`src/rtl/wtsp_pkg.sv`:
```
`default_nettype none
package wtsp_pkg;

   localparam int WTSP_FRAC_BITS = 16;

   localparam int POS_W   = 32;
   localparam int MAT_W   = 64;
   localparam int COEF_W  = 32;
   localparam int PROD_W  = 64;
   localparam int SUM_W   = PROD_W + 2;
   localparam int DOT_W   = SUM_W + 1;
   localparam int CLIP_W  = 48;
   localparam int SCR_W   = 32;
   localparam int DISP_W  = 16;
   localparam int HALF_W  = DISP_W + 7;
   localparam int MAG_W   = CLIP_W;
   localparam int SPLIT_W = MAG_W / 2;
   localparam int PART_W  = SPLIT_W + HALF_W;
   localparam int NUM_W   = 72;
   localparam int DEN_W   = CLIP_W - 1;
   localparam int QBITS   = 34;
   localparam int DIV_LAT = QBITS + 1;
   localparam int FIFO_DEPTH = 4;
   localparam int CSR_IDX_W  = 3;

   typedef enum logic [1:0] {
      ST_OK     = 2'd0,
      ST_BEHIND = 2'd1,
      ST_SMALL  = 2'd2,
      ST_SAT    = 2'd3
   } status_type;

   typedef enum logic [CSR_IDX_W-1:0] {
      CSR_ROW0_A = 3'd0,
      CSR_ROW0_B = 3'd1,
      CSR_ROW1_A = 3'd2,
      CSR_ROW1_B = 3'd3,
      CSR_ROW3_A = 3'd4,
      CSR_ROW3_B = 3'd5,
      CSR_WIDTH  = 3'd6,
      CSR_HEIGHT = 3'd7
   } csr_index_type;

   typedef struct packed {
      logic [MAT_W-1:0] row0_a;
      logic [MAT_W-1:0] row0_b;
      logic [MAT_W-1:0] row1_a;
      logic [MAT_W-1:0] row1_b;
      logic [MAT_W-1:0] row3_a;
      logic [MAT_W-1:0] row3_b;
   } matrix_type;

   // what the front hands to the back for one item
   typedef struct packed {
      logic signed [CLIP_W-1:0] clip_x;
      logic signed [CLIP_W-1:0] clip_y;
      logic signed [CLIP_W-1:0] clip_w;
      logic                     clip_valid;
      status_type               status;
   } clip_item_type;

endpackage
`default_nettype wire

```
`src/rtl/wtsp_fifo.sv`:
```
`default_nettype none
module wtsp_fifo import wtsp_pkg::*; (
   input  wire logic          clock,
   input  wire logic          reset,
   input  wire logic          push,
   input  wire clip_item_type push_item,
   input  wire logic          pop,
   output logic               full,
   output logic               empty,
   output clip_item_type      head
);

   localparam int PTR_W = $clog2(FIFO_DEPTH);
   localparam int CNT_W = $clog2(FIFO_DEPTH + 1);

   clip_item_type    mem_ff [FIFO_DEPTH];
   logic [PTR_W-1:0] wr_ff, rd_ff;
   logic [CNT_W-1:0] count_ff;

   assign full  = count_ff == CNT_W'(FIFO_DEPTH);
   assign empty = count_ff == '0;
   assign head  = mem_ff[rd_ff];

   always_ff @(posedge clock) begin
      if (reset) begin
         wr_ff    <= '0;
         rd_ff    <= '0;
         count_ff <= '0;
      end else begin
         if (push) wr_ff <= wr_ff + PTR_W'(1);
         if (pop)  rd_ff <= rd_ff + PTR_W'(1);
         if (push && !pop)      count_ff <= count_ff + CNT_W'(1);
         else if (pop && !push) count_ff <= count_ff - CNT_W'(1);
      end
   end

   always_ff @(posedge clock) begin
      if (push) mem_ff[wr_ff] <= push_item;
   end

   assert property (@(posedge clock) disable iff (reset) !(push && full))
      else $error("push into a full queue");
   assert property (@(posedge clock) disable iff (reset) !(pop && empty))
      else $error("pop from an empty queue");
   assert property (@(posedge clock) disable iff (reset) count_ff <= CNT_W'(FIFO_DEPTH))
      else $error("queue count out of range");

endmodule
`default_nettype wire

```
`config.mk`:
```
export PLATFORM = sky130hd
export DESIGN_NAME = wtsp_fifo
export DESIGN_NICKNAME = d
export VERILOG_FILES = /design/src/rtl/wtsp_pkg.sv /design/src/rtl/wtsp_fifo.sv
export SDC_FILE = /design/constraint.sdc
export NUM_CORES = 1
export LEC_CHECK = 0
export BUFFER_PORTS_ARGS = -buffer_cell sky130_fd_sc_hd__buf_2
export CAP_MARGIN = 20
export CORE_MARGIN = 1
export CORE_UTILIZATION = 51
export CTS_CLUSTER_DIAMETER = 30
export DETAILED_ROUTE_END_ITERATION = 8
export GPL_TIMING_DRIVEN = 0
export PLACE_DENSITY = 0.82
export SLEW_MARGIN = 20
export SYNTH_ARGS = -nofsm -noshare
export SYNTH_HDL_FRONTEND = slang
export SYNTH_SLANG_ARGS = --single-unit
```
`constraint.sdc`:
```
create_clock -name clock -period 4.2 [get_ports clock]
set_clock_uncertainty 0.2 [all_clocks]
set_input_delay 0.21 -clock clock [delete_from_list [all_inputs] [get_ports clock]]
set_output_delay 0.21 -clock clock [all_outputs]
set_load 0.02 [all_outputs]
```
==> impl_metrics.json, run 1 <==
{
  "synth_top_area_share_pct": 81.0,
  "cap_violations": 0,
  "dr_wl_met2_um": 26800,
  "p_switching_uw": 3900,
  "yosysWarnings": 0,
  "r2r-start": "wr_ff[0]",
  "drtPass1Iterations": 5,
  "numCtsBuffers": 103,
  "critPathLaunchType": "flip-flop",
  "endpoint_kind": "primary output",
  "p_per_area_nw_per_um2": 580,
  "avgSynthCellArea_um2": 26.8,
  "power.internal_uw": 13100,
  "max_freq_ghz": 0.307,
  "path_max_fanout": 10,
  "tightest_slew_ns": 0.871,
  "antenna_found_initial": 4,
  "setup_slack_ns": 0.945,
  "yosys.area.top_type": "edfxtp_1",
  "fp-row-count": 75,
  "p_comb_share_pct": 9.9,
  "drive_above_1_share_pct": 44.8,
  "start_util_pct": 51.8,
  "post-place-ws_ns": 1.66,
  "finalHoldViolCount": 0,
  "die-area_um2": 43600,
  "post-route-util_pct": 69.8,
  "grt_pass1_wl_um": 74400,
  "p_clk_share_pct": 49.3,
  "num_vias": 11100,
  "grt_max_degree": 48,
  "synth_top_family_by_area": "multiplexers",
  "fin_hold_ws_ns": 0.135,
  "drv_slew": 0,
  "drcViolationCount": 0,
  "nNetsFinal": 1536,
  "drt_iter0_drc": 831,
  "synth-simple-area-share_pct": 0.339,
  "critPathRequiredTime_ns": 3.79,
  "top_layer": "met4",
  "path_clk_slew_ns": 0.05,
  "clkLatencyLatePin_ns": 0.63,
  "crit_type": "reg -> out",
  "overflow": 0,
  "hpwl_um": 26000,
  "p_leak_uw": 0.0103,
  "syn_nets": 969,
  "gp_congestion": 0.736,
  "rsz0062_at_grt": "false",
  "io_pins": 300,
  "hold_start": "push_item[30]",
  "p_seq_share_pct": 40.8,
  "synthAdderAreaFrac_pct": 0.379,
  "root_buffer": "clkbuf_16",
  "dieHeight_um": 209,
  "cts_tree": "yes",
  "synthMuxAreaShare_pct": 15.3,
  "finalWorstPathRequiredPeriod_ns": 3.25,
  "wirelength_um": 50100,
  "area_growth_pct": 34.7,
  "r2r_slack_ns": 1.84,
  "yosysUniqueCellTypes": 23,
  "syn_area_um2": 21800,
  "slew-limit-headroom_pct": 41.9,
  "setup_violations": 0,
  "cts.path.max_buffers": 3,
  "cp.arrival_ns": 2.84,
  "finalNonFillerCells": 2008,
  "grt_usage_pct": 23.3,
  "finalCritPeriodShare_pct": 77.5,
  "synthXorXnorAreaFrac_pct": 0.201,
  "ys_ff_latch": 597,
  "port_buffers": 298,
  "vias_per_cell": 5.50,
  "outcome": "complete, no violations",
  "die_w_um": 209,
  "hold_class": "in -> reg",
  "grt_pass1_vias": 12200,
  "dp.cells": 1662,
  "dr_wl_met3_um": 3400,
  "post-cts-setup-buffer-count": 0,
  "wl_met1_um": 18300,
  "htreeDepth": 3,
  "synth_seq_area_share_pct": 81.9,
  "synth_compound_area_share_pct": 0.0459,
  "wl_per_cell_um": 25.0,
  "p_sw_share_pct": 22.9,
  "core_um2": 42000,
  "antenna_left": 0,
  "synthTopCellsByArea": "edfxtp_1 81%, mux4_2 15%, buf_12 1.3%",
  "clkSinkCount": 597,
  "syn-instance-count": 812,
  "ir_drop_uv": 509
}
[cells in the mapped netlist]
cell type and count:
a21oi_1 1, and2_1 4, buf_12 14, buf_2 14
buf_4 1, buf_6 1, buf_8 1, clkbuf_1 3
dfxtp_1 9, edfxtp_1 588, fa_1 1, ha_1 5
inv_1 4, mux2i_1 2, mux4_2 147, nand2_1 1
nor2_1 7, nor3_1 1, nor3b_1 1, o21ai_0 1
or3_1 1, xnor2_1 2, xor2_1 3
[cell usage in the layout (no fill, tap or decap), types with 5 or more instances in the layout]
master / count
edfxtp_1: 588
buf_2: 312
dlygate4sd3_1: 151
mux4_2: 147
clkbuf_16: 103
buf_12: 18
bufinv_16: 16
clkinv_1: 16
clkbuf_1: 15
clkinv_2: 13
inv_6: 10
dfxtp_1: 9
buf_16: 9
clkinvlp_4: 8
nor2_1: 7
clkinv_4: 6
ha_1: 5
[logic make-up (layout without fill, tap and decap cells)]
group,count (synthesis),count (layout)
compound gates,2,2
fa+ha+maj,6,6
buf+inv,38,691
flops,597,597
mux,149,149
simple gates,15,15
other cells,0,4
xor+xnor,5,5
[layer usage]
layer / global-route usage [%] / vias to the layer above
met3: 6.91 / 105
li1: - / 4706
met2: 39.9 / 472
met5: 0 / -
met4: 10.4 / 0
met1: 27.4 / 5770
[worst paths after layout]
kind,to,cells after the start
setup / recovery,head[54],4
setup reg to reg,mem_ff[3][119],4
hold / removal,mem_ff[2][30],2
hold reg to reg,count_ff[2],2
[worst max-delay path, cell delays in order, from the launching register on]
cell      delay [ns]
dfxtp_1         0.43
clkbuf_1        0.69
buf_2           0.44
mux4_2          0.45
buf_2           0.20
[final cells by class]
cell class                 count  area [µm²]
antenna                        4        10.0
buffer                        34         395
clock buffer                 116        2640
clock inverter                75         892
fill                        2421       12700
inverter                       4        15.0
multi-input combinational    177        3550
sequential                   597       17800
tap                          539         674
timing repair buffer         462        3330
[flip-flops by register name, indices dropped and copies added, names as in the netlist, named ones only]
signal and count:
count_ff 3, mem_ff 588, rd_ff 2, wr_ff 2
[metrics by stage]
step	power (µW)	TNS, ns	cell area (µm²)
global route	17500	0	29300
detailed placement	8570	0	24300
CTS	17100	0	29300
global placement	8510	-96.43	24000
floorplan	7990	0	21800
finish	17000	0	29300
[power by group through the flow]
stage               Clock, µW  Sequential, µW  Combinational (µW)
finish                   8390            6940                1680
global route             8760            6950                1770
CTS                      8450            6940                1680
detailed placement          0            7040                1530
global placement            0            7050                1460
floorplan                   0            7030                 962
[timing repair]
item,in CTS,in global routing
hold buffers,151,0
gates resized for setup,0,0
setup endpoints to repair,0,0
endpoints found under the hold margin,609,0
(Power assumes the default switching activity.)
==> run 2: changes to the inputs <==
- clock period: 4.2 -> 2.7 ns (I/O delays scaled with it)
==> run 2 against run 1 <==
  * Utilization hardly changed
  * Via count is 0.86% higher
  * Total power grew 56%
  * Die area unchanged
  * Sequential share of layout area about the same
  * Hold slack got worse by 0.079 ns
  * Final cell count is essentially flat
  * Critical path depth did not move
  * Non-clock buffer count is 1 lower
  * Sequential cell count did not move
  * Global-route usage is 0.31 points lower
  * Critical endpoint is now head[9]
==> impl_metrics.json, run 2 (synthesis results as in run 1) <==
{
  "cap_violations": 0,
  "reg_top3": "mem_ff (588), count_ff (3)",
  "critPathRequiredTime_ns": 2.37,
  "drt_iter0_drc": 810,
  "grt_pass1_vias": 12300,
  "finalNonFillerCells": 2010,
  "drv_slew": 0,
  "die-area_um2": 43600,
  "dp.cells": 1661,
  "overflow": 0,
  "port_buffers": 298,
  "num_vias": 11100,
  "finalHoldViolCount": 0,
  "tightest_slew_ns": 0.676,
  "wirelength_um": 49300,
  "final_common_cell": "edfxtp_1",
  "clkLatencyLatePin_ns": 0.62,
  "outcome": "complete, no violations",
  "clkSinkCount": 597,
  "top_register": "mem_ff",
  "drtPass1Iterations": 5,
  "detailed_place.area_um2": 24300,
  "fp-row-count": 75,
  "final_cell_mix": "588 x edfxtp_1, 309 x buf_2, 151 x dlygate4sd3_1, 147 x mux4_2, 104 x clkbuf_16",
  "path_max_fanout": 10,
  "p_leak_uw": 0.0103,
  "crit_type": "reg -> out",
  "path_clk_slew_ns": 0.05,
  "cts.path.max_buffers": 3,
  "antenna_found_initial": 1,
  "ir_drop_uv": 650,
  "finalWorstPathRequiredPeriod_ns": 2.63,
  "root_buffer": "clkbuf_16",
  "drcViolationCount": 0,
  "critPathLaunchType": "flip-flop",
  "wl_per_cell_um": 24.5,
  "area_growth_pct": 34.7,
  "start_util_pct": 51.8,
  "fin_tns_setup_ns": 0,
  "vias_per_cell": 5.55,
  "drive_above_1_share_pct": 45.0,
  "hold_class": "in -> reg",
  "largest_reg_flops": 588,
  "post-place-ws_ns": 0.264,
  "cts_tree": "yes",
  "hpwl_um": 26100,
  "antenna_left": 0,
  "hold_start": "push_item[62]",
  "slew-limit-headroom_pct": 54.9,
  "max_freq_ghz": 0.380,
  "grt_pass1_wl_um": 73600,
  "htreeDepth": 3,
  "grt_max_degree": 48,
  "gp_congestion": 0.737,
  "post-route-util_pct": 69.8,
  "setup_slack_ns": 0.0678,
  "cp.arrival_ns": 2.30,
  "r2r-start": "wr_ff[0]",
  "setup_violations": 0,
  "rsz0062_at_grt": "true",
  "p_per_area_nw_per_um2": 902,
  "postLayoutCellArea_um2": 29300,
  "grt_usage_pct": 23.0,
  "finalCritPeriodShare_pct": 97.5,
  "die_w_um": 209,
  "numCtsBuffers": 104,
  "core_um2": 42000,
  "endpoint_kind": "primary output",
  "nFillCells": 2423,
  "io_pins": 300,
  "dieHeight_um": 209,
  "nNetsFinal": 1536,
  "post-cts-setup-buffer-count": 0
}
==> run 2: cell count changes in the layout (fill, tap and decap cells not counted), moves of 2 or more <==
cell	previous run	this run
diode_2	4	1
inv_6	10	7
clkinv_4	6	8
buf_2	312	309
clkbuf_4	0	4
clkinvlp_4	8	13
inv_8	3	0
clkinv_2	13	19
==> run 2: worst paths after layout <==
kind,endpoint,slack [ns],cells past startpoint
setup / recovery,head[9],0.07,4
hold / removal,mem_ff[3][62],0.06,2
setup reg to reg,mem_ff[2][88],0.41,5
hold reg to reg,count_ff[2],0.31,2
==> run 2: cell type report <==
cell class / count / area, µm² / area share [%]
Tap cell: 539 / 674 / 2.30
Multi-Input combinational cell: 177 / 3550 / 12.1
Clock inverter: 80 / 897 / 3.06
Sequential cell: 597 / 17800 / 60.8
Clock buffer: 117 / 2650 / 9.04
Inverter: 4 / 15.0 / 0.0512
Timing Repair Buffer: 461 / 3300 / 11.3
Buffer: 34 / 407 / 1.39
Antenna cell: 1 / 2.50 / 0.00853
==> run 2: per-layer routing <==
metal	global-route usage (%)	vias to the layer above	wire length, µm
li1	-	4709	-
met1	27.6	5825	17900
met2	39.3	516	26100
met3	6.81	98	3820
met4	8.95	0	1430
met5	0	-	0
==> run 2: critical path: stages, from the launching register on <==
cell      delay, ns
dfxtp_1        0.43
clkbuf_4       0.32
buf_2          0.34
mux4_2         0.39
buf_2          0.18
==> run 2: where the power goes <==
part | internal, µW | switching (µW) | total [µW] | leakage (µW)
Combinational | 1130 | 1460 | 2590 | 0.00309
Sequential | 10700 | 125 | 10800 | 0.00547
Clock | 8610 | 4460 | 13100 | 0.00170
Total | 20400 | 6050 | 26500 | 0.0103
==> run 2: per-stage QoR <==
step | hold WS, ns | power [µW]
floorplan | 0.0339 | 12400
global route | 0.0483 | 27200
finish | 0.0554 | 26500
detailed placement | 0.150 | 13300
global placement | 0.144 | 13200
CTS | 0.0131 | 26600
==> run 2: repair_timing <==
| item | 4_1_cts | 5_1_grt |
|---|---|---|
| resized for setup | 2 | 3 |
| hold buffers | 151 | 0 |
| setup endpoints to repair | 100 | 11 |
| endpoints found under the hold margin | 631 | 0 |
